File: config.mk
export PLATFORM = sky130hd
export DESIGN_NAME = lph_hash
export DESIGN_NICKNAME = d
export VERILOG_FILES = /design/src/hw/rtl/lph_pkg.sv /design/src/hw/rtl/lph_hash.sv
export SDC_FILE = /design/constraint.sdc
export NUM_CORES = 2
export LEC_CHECK = 0
export ABC_AREA = 0
export BUFFER_PORTS_ARGS = -buffer_cell sky130_fd_sc_hd__buf_2
export CORE_MARGIN = 8
export CORE_UTILIZATION = 68
export CTS_CLUSTER_DIAMETER = 120
export DETAILED_ROUTE_END_ITERATION = 12
export PLACE_DENSITY = 0.82
export SYNTH_ARGS = -nofsm -noshare
export SYNTH_HDL_FRONTEND = slang
export SYNTH_SLANG_ARGS = --single-unit
File: constraint.sdc
create_clock -name clock -period 18.3 [get_ports clock]
set_clock_uncertainty 0.15 [all_clocks]
set_input_delay 1.83 -clock clock [delete_from_list [all_inputs] [get_ports clock]]
set_output_delay 1.83 -clock clock [all_outputs]
set_load 0.02 [all_outputs]
File: src/hw/rtl/lph_pkg.sv
// ----------------------------------------------------------------------------
// lph_pkg
// Shared types and constants for the linear-probing key/value table.
// ----------------------------------------------------------------------------
package lph_pkg;

   localparam int unsigned KEY_BITS    = 64;
   localparam int unsigned HALF_BITS   = 32;
   localparam int unsigned OP_BITS     = 2;
   localparam int unsigned STATUS_BITS = 2;
   localparam int unsigned VALUE_IO_BITS = 32;

   localparam int unsigned TABLE_SLOTS_DEFAULT = 1024;
   localparam int unsigned VALUE_BITS_DEFAULT  = 32;

   // Multiplicative hash: p = key * HASH_MULT, h = p ^ (p >> HASH_FOLD).
   localparam logic [KEY_BITS-1:0] HASH_MULT = 64'hff51_afd7_ed55_8ccd;
   localparam int unsigned         HASH_FOLD = 32;

   typedef enum logic [OP_BITS-1:0] {
      OP_INSERT = 2'd0,
      OP_LOOKUP = 2'd1,
      OP_REMOVE = 2'd2,
      OP_NONE   = 2'd3
   } op_type;

   typedef enum logic [STATUS_BITS-1:0] {
      STATUS_OK       = 2'd0,
      STATUS_FULL     = 2'd1,
      STATUS_ZERO_KEY = 2'd2,
      STATUS_RSVD     = 2'd3
   } status_type;

endpackage

File: src/hw/rtl/lph_hash.sv
// ----------------------------------------------------------------------------
// lph_hash
// Home-slot unit: 64-bit multiply from three partial products on a shared
// 32x32 multiplier, fold, then reduction to a slot index. For a table size
// that is not a power of two the folded hash is reduced 16 bits at a time by
// reciprocal multiplication and one correcting subtraction per digit.
// ----------------------------------------------------------------------------
module lph_hash #(
   parameter int unsigned TABLE_SLOTS = lph_pkg::TABLE_SLOTS_DEFAULT
) (
   input  logic                           clock,
   input  logic                           reset,
   input  logic                           start,
   input  logic [lph_pkg::KEY_BITS-1:0]   key,
   output logic                           done,
   output logic [$clog2(TABLE_SLOTS)-1:0] home
);

   import lph_pkg::*;

   localparam int unsigned IDXW       = $clog2(TABLE_SLOTS);
   localparam bit          IS_POW2    = (TABLE_SLOTS & (TABLE_SLOTS - 1)) == 0;
   localparam int unsigned DIGIT_BITS = 16;
   localparam logic [1:0]  LAST_DIGIT = 2'(KEY_BITS / DIGIT_BITS - 1);
   localparam logic [HALF_BITS-1:0] SLOTS_H   = HALF_BITS'(TABLE_SLOTS);
   localparam logic [HALF_BITS-1:0] RED_RECIP =
      HALF_BITS'((64'd1 << HALF_BITS) / TABLE_SLOTS);
   localparam logic [HALF_BITS-1:0] MULT_LO = HASH_MULT[HALF_BITS-1:0];
   localparam logic [HALF_BITS-1:0] MULT_HI = HASH_MULT[KEY_BITS-1:HALF_BITS];

   typedef enum logic [6:0] {
      H_IDLE   = 7'b0000001,
      H_MUL_LL = 7'b0000010,
      H_MUL_LH = 7'b0000100,
      H_MUL_HL = 7'b0001000,
      H_FOLD   = 7'b0010000,
      H_RED_Q  = 7'b0100000,
      H_RED_R  = 7'b1000000
   } hstate_type;

   hstate_type            state_ff, state_in;
   logic [KEY_BITS-1:0]   key_ff, key_in;
   logic [KEY_BITS-1:0]   prod_ff, prod_in;
   logic [KEY_BITS-1:0]   lo_ff, lo_in;
   logic [HALF_BITS-1:0]  hi_ff, hi_in;
   logic [KEY_BITS-1:0]   h_ff, h_in;
   logic [IDXW-1:0]       rem_ff, rem_in;
   logic [1:0]            dig_cnt_ff, dig_cnt_in;
   logic [IDXW-1:0]       home_ff, home_in;
   logic                  done_ff, done_in;

   logic [HALF_BITS-1:0]  mul_a, mul_b;
   logic [KEY_BITS-1:0]   mul_p;
   logic [HALF_BITS-1:0]  p_hi;
   logic [KEY_BITS-1:0]   h_fold;
   logic [HALF_BITS-1:0]  red_x;
   logic [HALF_BITS-1:0]  red_r;
   logic [HALF_BITS-1:0]  red_rem;

   always_comb begin
      case (state_ff)
         H_MUL_LH: begin
            mul_a = key_ff[HALF_BITS-1:0];
            mul_b = MULT_HI;
         end
         H_MUL_HL: begin
            mul_a = key_ff[KEY_BITS-1:HALF_BITS];
            mul_b = MULT_LO;
         end
         H_RED_Q: begin
            mul_a = red_x;
            mul_b = RED_RECIP;
         end
         H_RED_R: begin
            mul_a = prod_ff[KEY_BITS-1:HALF_BITS];
            mul_b = SLOTS_H;
         end
         default: begin
            mul_a = key_ff[HALF_BITS-1:0];
            mul_b = MULT_LO;
         end
      endcase
      mul_p = mul_a * mul_b;

      // High word of the 64-bit product: cross terms only matter modulo 2^32.
      p_hi   = lo_ff[KEY_BITS-1:HALF_BITS] + hi_ff + prod_ff[HALF_BITS-1:0];
      h_fold = {p_hi, lo_ff[HALF_BITS-1:0] ^ p_hi};

      // Next 16-bit digit appended to the running remainder. The quotient
      // estimate from the reciprocal is low by at most one, so a single
      // compare and subtract finishes the digit.
      red_x   = {DIGIT_BITS'(rem_ff), h_ff[KEY_BITS-1 -: DIGIT_BITS]};
      red_r   = red_x - mul_p[HALF_BITS-1:0];
      red_rem = (red_r >= SLOTS_H) ? (red_r - SLOTS_H) : red_r;
   end

   always_comb begin
      state_in   = state_ff;
      key_in     = key_ff;
      prod_in    = prod_ff;
      lo_in      = lo_ff;
      hi_in      = hi_ff;
      h_in       = h_ff;
      rem_in     = rem_ff;
      dig_cnt_in = dig_cnt_ff;
      home_in    = home_ff;
      done_in    = 1'b0;

      case (state_ff)
         H_IDLE: begin
            if (start) begin
               key_in   = key;
               state_in = H_MUL_LL;
            end
         end
         H_MUL_LL: begin
            prod_in  = mul_p;
            state_in = H_MUL_LH;
         end
         H_MUL_LH: begin
            lo_in    = prod_ff;
            prod_in  = mul_p;
            state_in = H_MUL_HL;
         end
         H_MUL_HL: begin
            hi_in    = prod_ff[HALF_BITS-1:0];
            prod_in  = mul_p;
            state_in = H_FOLD;
         end
         H_FOLD: begin
            if (IS_POW2) begin
               home_in  = h_fold[IDXW-1:0];
               done_in  = 1'b1;
               state_in = H_IDLE;
            end else begin
               h_in       = h_fold;
               rem_in     = '0;
               dig_cnt_in = '0;
               state_in   = H_RED_Q;
            end
         end
         H_RED_Q: begin
            prod_in  = mul_p;
            state_in = H_RED_R;
         end
         H_RED_R: begin
            h_in       = {h_ff[KEY_BITS-DIGIT_BITS-1:0], {DIGIT_BITS{1'b0}}};
            rem_in     = red_rem[IDXW-1:0];
            dig_cnt_in = dig_cnt_ff + 1'b1;
            if (dig_cnt_ff == LAST_DIGIT) begin
               home_in  = red_rem[IDXW-1:0];
               done_in  = 1'b1;
               state_in = H_IDLE;
            end else begin
               state_in = H_RED_Q;
            end
         end
         default: begin
            state_in = H_IDLE;
         end
      endcase
   end

   always_ff @(posedge clock) begin
      if (reset) begin
         state_ff <= H_IDLE;
         done_ff  <= 1'b0;
      end else begin
         state_ff <= state_in;
         done_ff  <= done_in;
      end
      key_ff     <= key_in;
      prod_ff    <= prod_in;
      lo_ff      <= lo_in;
      hi_ff      <= hi_in;
      h_ff       <= h_in;
      rem_ff     <= rem_in;
      dig_cnt_ff <= dig_cnt_in;
      home_ff    <= home_in;
   end

   assign done = done_ff;
   assign home = home_ff;

endmodule
Word-level counts from Yosys, hierarchy flattened
Cells that the tools add are included.
{"block": "totals", "output_inout_bits": 11, "in_bits": 67, "regBits": 210}
{"block": "classes", "eq_ne": 10, "n_mux": 10, "n_lt_le_gt_ge": 1, "add_sub_neg": 5, "n_bitwise": 1, "reduce_logical": 4, "multipliers": 1}
{"op": "case mux 32 bit (3 select lines)", "count": 2}
{"op": "multiplier 32 x 32 -> 64 bit", "count": 1}
{"op": "case mux 7 bit (6 select lines)", "count": 1}
{"op": "greater-or-equal comparator 32 x 11 -> 1 bit, second input constant", "count": 1}
{"op": "subtractor 26 x 32 -> 32 bit", "count": 1}
{"op": "adder 10 bit", "count": 2}
{"op": "two-way mux 10 bit", "count": 2}
{"op": "case mux 10 bit (2 select lines)", "count": 1}
{"op": "subtractor 10 x 1 -> 10 bit, second input constant", "count": 1}
{"op": "XOR 10 bit", "count": 1}
{"op": "== test 7 x 1 -> 1 bit, second input constant", "count": 1}
{"op": "== test 7 x 2 -> 1 bit, second input constant", "count": 1}
{"op": "== test 7 x 3 -> 1 bit, second input constant", "count": 1}
{"op": "== test 7 x 4 -> 1 bit, second input constant", "count": 1}
{"op": "== test 7 x 5 -> 1 bit, second input constant", "count": 1}
{"op": "== test 7 x 6 -> 1 bit, second input constant", "count": 1}
{"op": "== test 7 bit, second input constant", "count": 1}
{"op": "two-way mux 7 bit", "count": 1}
{"op": "two-way mux 6 bit", "count": 1}
{"op": "inequality test 2 bit, second input constant", "count": 2}
{"op": "AND reduction 2 bit", "count": 2}
{"op": "OR reduction 4 bit", "count": 1}
{"op": "adder 2 x 1 -> 2 bit, second input constant", "count": 1}
{"op": "== test 2 bit, second input constant", "count": 1}
{"op": "other kinds (3)", "count": 3}

Longest topological paths before layout
{"block": "logic_depth", "word_depth": 8, "mapped_depth": 37, "depth_no_buf": 34}

Least setup slack after synthesis
OpenSTA, ideal clock, no wires.
{"block": "synth_timing", "path_type": "register -> register", "from": "register state_ff[6]", "to": "register prod_ff[63], data pin", "setup_time_ns": 0.262, "stages_incl_launch_ff": 27, "arrival_time_ns": 9.194, "setup_slack_ns": 8.694, "synth_period_minus_slack_ns": 9.606, "n_path_buf": 2, "path_cell_list": "dfxtp_1 -> buf_6 -> or4_4 -> or4b_2 -> inv_1 -> clkbuf_1 -> and2_1 -> fa_1 -> fa_1 -> fa_1 -> inv_1 -> fa_1 -> inv_1 -> fa_1 -> fa_1 -> fa_1 -> fa_1 -> ha_1 -> a21o_1 -> a21oi_1 -> or3b_1 -> o211ai_1 -> and3b_1 -> o31ai_4 -> a2111oi_1 -> o31ai_1 -> xnor2_1"}
{"block": "synth_between", "elab_chain_cells": 3}
{"item": "from (decl)", "line": "lph_hash.sv:41", "source": "hstate_type state_ff, state_in;"}
{"item": "from (signal assigned)", "line": "lph_hash.sv:169", "source": "state_ff <= state_in;"}
{"item": "== test 7 bit, or another cell as far along", "line": "lph_hash.sv:61", "source": "case (state_ff)"}
{"item": "case mux 32 bit (3 select lines)", "line": "lph_hash.sv:61"}
{"item": "multiplier 32 x 32 -> 64 bit (*)", "line": "lph_hash.sv:83", "source": "mul_p = mul_a * mul_b;"}
{"item": "net mul_p[63]", "line": "lph_hash.sv:53", "source": "logic [KEY_BITS-1:0] mul_p;"}
{"item": "to (signal assigned)", "line": "lph_hash.sv:173", "source": "prod_ff <= prod_in;"}
{"item": "to (decl)", "line": "lph_hash.sv:43", "source": "logic [KEY_BITS-1:0] prod_ff, prod_in;"}
The timed path passes the listed nets; every way through them passes the cells marked *.
A chain may end at the register's enable or synchronous reset.

Final worst setup path
{"block": "layout_timing", "from": "register state_ff[6]", "to": "register prod_ff[58], data pin"}
The elaborated chain is that of the path after synthesis.

==> impl_metrics.json <==
{
  "cts_resized": 0,
  "layout.nets": 4144,
  "min_period_over_period_pct": 65.9,
  "start_util_pct": 68.2,
  "place_area_sq_um": 32600,
  "first_global_vias": 24800,
  "numCtsBuffers": 17,
  "grt_pass1_wl_um": 152000,
  "ys.warnings.count": 0,
  "n_antenna_cell": 0,
  "hpwl_um": 88500,
  "slew_viol_final": 0,
  "arrival_ns": 12.09,
  "slew-limit-headroom_pct": 24.7,
  "final_cell_area_sq_um": 33300,
  "antenna_found_initial": 3,
  "cts_sinks": 166,
  "io_buffers": 77,
  "die_h_um": 231,
  "cp-start-kind": "register",
  "crit_top_cell": "fa_1",
  "max_cap_viol_count": 0,
  "fin_tns_setup_ns": 0,
  "synthDistinctLibCells": 88,
  "drc_errors": 0,
  "clk_path_buf_depth": 2,
  "first_pass_iters": 7,
  "antenna_left": 0,
  "cp.required_ns": 18.34,
  "period_needed_ns": 12.05,
  "hold_class": "register to register",
  "cpPeakStageDelay_ns": 0.74,
  "placeableCoreArea_sq_um": 46200,
  "ys_seq_elements": 166,
  "h-tree-depth": 4,
  "gp_congestion": 1.13,
  "clk_latency_ns": 0.44,
  "pin_count": 78,
  "critPathMaxFanout": 55,
  "syn_area_per_cell_sq_um": 10.7,
  "drive_gt1_share_pct": 6.49,
  "yosys_most_used_dff": "edfxtp_1",
  "status": "finished clean",
  "wl_per_cell_um": 27.9,
  "synth-edff-count": 158,
  "grt_start_max_net_pins": 59,
  "hold_viol": 0,
  "fillCellCount": 3269,
  "async_flop_share_pct": 0,
  "path_class": "register to register",
  "die_area_sq_um": 53400,
  "r2r_slack_ns": 6.25,
  "rows": 79,
  "via_per_inst": 6.05,
  "grt.overflow.total": 0,
  "cts_tree": "done",
  "syn_to_final_growth_pct": 5.62,
  "critPathCaptureType": "register",
  "clock-root-buffer": "clkbuf_16",
  "rsz0062_at_grt": "false",
  "synth_cells": 2945,
  "cp_num_buf_inv": 6,
  "num_vias": 22000,
  "syn_area_sq_um": 31500,
  "crit_slowest_cell": "a41oi_1",
  "post-cts-setup-buffer-count": 0,
  "hold_buffers": 0,
  "syn-num-nets": 4068,
  "worst_pin_slew_ns": 1.13,
  "fmaxAchievable_ghz": 0.0830,
  "critPathTopFamily": "adder cells",
  "wirelength_um": 102000,
  "fp.dieW_um": 231,
  "yosysSeqAreaShare_pct": 15.6,
  "drtIter0Drc": 2012,
  "track_usage_pct": 39.3,
  "setup_violations": 0,
  "clkTransAtPathRegs_ns": 0.07
}
-- state kept, by name, indices dropped and copies added, names as in the netlist --
| signal | count |
|---|---|
| key_ff | 64 |
| prod_ff | 42 |
| lo_ff | 20 |
| hi_ff | 10 |
| home | 10 |
| rem_ff | 10 |
| state_ff | 7 |
| dig_cnt_ff | 2 |
| done | 1 |
-- worst reg2reg max path: cells and delay by family, from the launching register on --
family / cells / cell delay, ns
fa+ha+maj: 9 / 4.56
compound gates: 8 / 3.03
buf+inv: 6 / 1.78
simple gates: 5 / 1.75
flops: 1 / 0.39
xor+xnor: 1 / 0.17
-- routing by layer --
metal	GRT usage (%)	share of wire, %	routed length [um]	vias up
li1	-	-	-	9228
met1	45.0	34	34600	11100
met2	64.7	48	48700	1272
met3	6.00	7.4	7510	441
met4	33.4	11	10800	2
met5	0	0.015	15	-
-- final timing paths --
kind	from	to	cells after the start
setup reg to reg	state_ff[6]$_SDFFE_PP0P_	prod_ff[58]$_DFFE_PP_	29
setup / recovery	state_ff[6]$_SDFFE_PP0P_	prod_ff[58]$_DFFE_PP_	29
hold reg to reg	prod_ff[32]$_DFFE_PP_	lo_ff[32]$_DFFE_PP_	0
hold / removal	prod_ff[32]$_DFFE_PP_	lo_ff[32]$_DFFE_PP_	0
-- cells in the mapped netlist, drive strengths merged (7+ instances only) --
library cell | count | area share, %
inv | 889 | 11
fa | 641 | 41
ha | 415 | 16
edfxtp | 158 | 15
nor2 | 133 | 1.7
nand2 | 111 | 1.3
a21oi | 92 | 1.7
xnor2 | 79 | 2.2
a21o | 51 | 1.2
o21ai | 39 | 0.63
xor2 | 29 | 0.81
clkbuf | 26 | 0.31
a22o | 23 | 0.64
nand3 | 23 | 0.37
buf | 19 | 0.36
nand4 | 17 | 0.34
nor2b | 14 | 0.28
nor3 | 14 | 0.29
or2 | 14 | 0.28
o21bai | 12 | 0.29
a22oi | 10 | 0.52
and3 | 10 | 0.20
nand2b | 10 | 0.20
a31oi | 9 | 0.18
dfxtp | 8 | 0.51
and4 | 7 | 0.19
-- cell families (layout without fill, tap and decap cells) --
| group | count (synthesis) | after routing | share of synthesized area (%) |
|---|---|---|---|
| buffers and inverters | 935 | 1024 | 11.3 |
| adder cells (fa/ha/maj) | 1056 | 1056 | 57.3 |
| AND/OR/NAND/NOR | 383 | 383 | 5.93 |
| multiplexers | 7 | 7 | 0.250 |
| AO/OA/AOI/OAI | 290 | 290 | 6.69 |
| XOR/XNOR | 108 | 108 | 3.00 |
| flip-flops | 166 | 166 | 15.6 |
-- stage by stage --
step / hold WS [ns] / util, % / std cells / setup WS (ns)
after CTS: 0.329 / 72.0 / 3641 / 6.38
after global placement: 0.293 / 70.7 / 3609 / 6.66
final: 0.336 / 72.0 / 3641 / 6.25
after detailed placement: 0.313 / 70.7 / 3609 / 6.42
after floorplan: 0.277 / - / 2945 / 8.69
after global routing: 0.335 / 72.0 / 3641 / 5.75
-- layout make-up --
class	instances	area [sq um]	share of cell area, %
Inverter	890	3340	10.1
Clock buffer	21	460	1.38
Sequential cell	166	4900	14.8
Tap cell	607	759	2.28
Multi-Input combinational cell	1844	23000	69.3
Timing Repair Buffer	102	573	1.72
Clock inverter	11	171	0.516
-- cells in the final DEF, fill, tap and decap left out, types with 5 or more instances in the layout --
master and count:
a21oi_4 5, inv_1 880, nand3b_1 5, and2_1 5, o21ai_0 37, nand2b_1 10
nor4_1 5, and3_1 9, nand2_1 110, fa_1 641, ha_1 415, inv_2 8
nor3_1 11, xnor2_1 79, a31oi_1 9, clkbuf_16 17, a22oi_4 6, and4_1 7
edfxtp_1 158, buf_2 77, a21o_1 51, nand4_1 17, nor2b_1 14, a21oi_1 84
o21bai_1 12, xor2_1 29, buf_4 25, or2_2 14, nor2_1 128, dfxtp_1 8
a22o_1 23, nand3_1 23
Power is not shown: default switching activity piles up to over one toggle a cycle in this logic, so the estimate is an artifact.
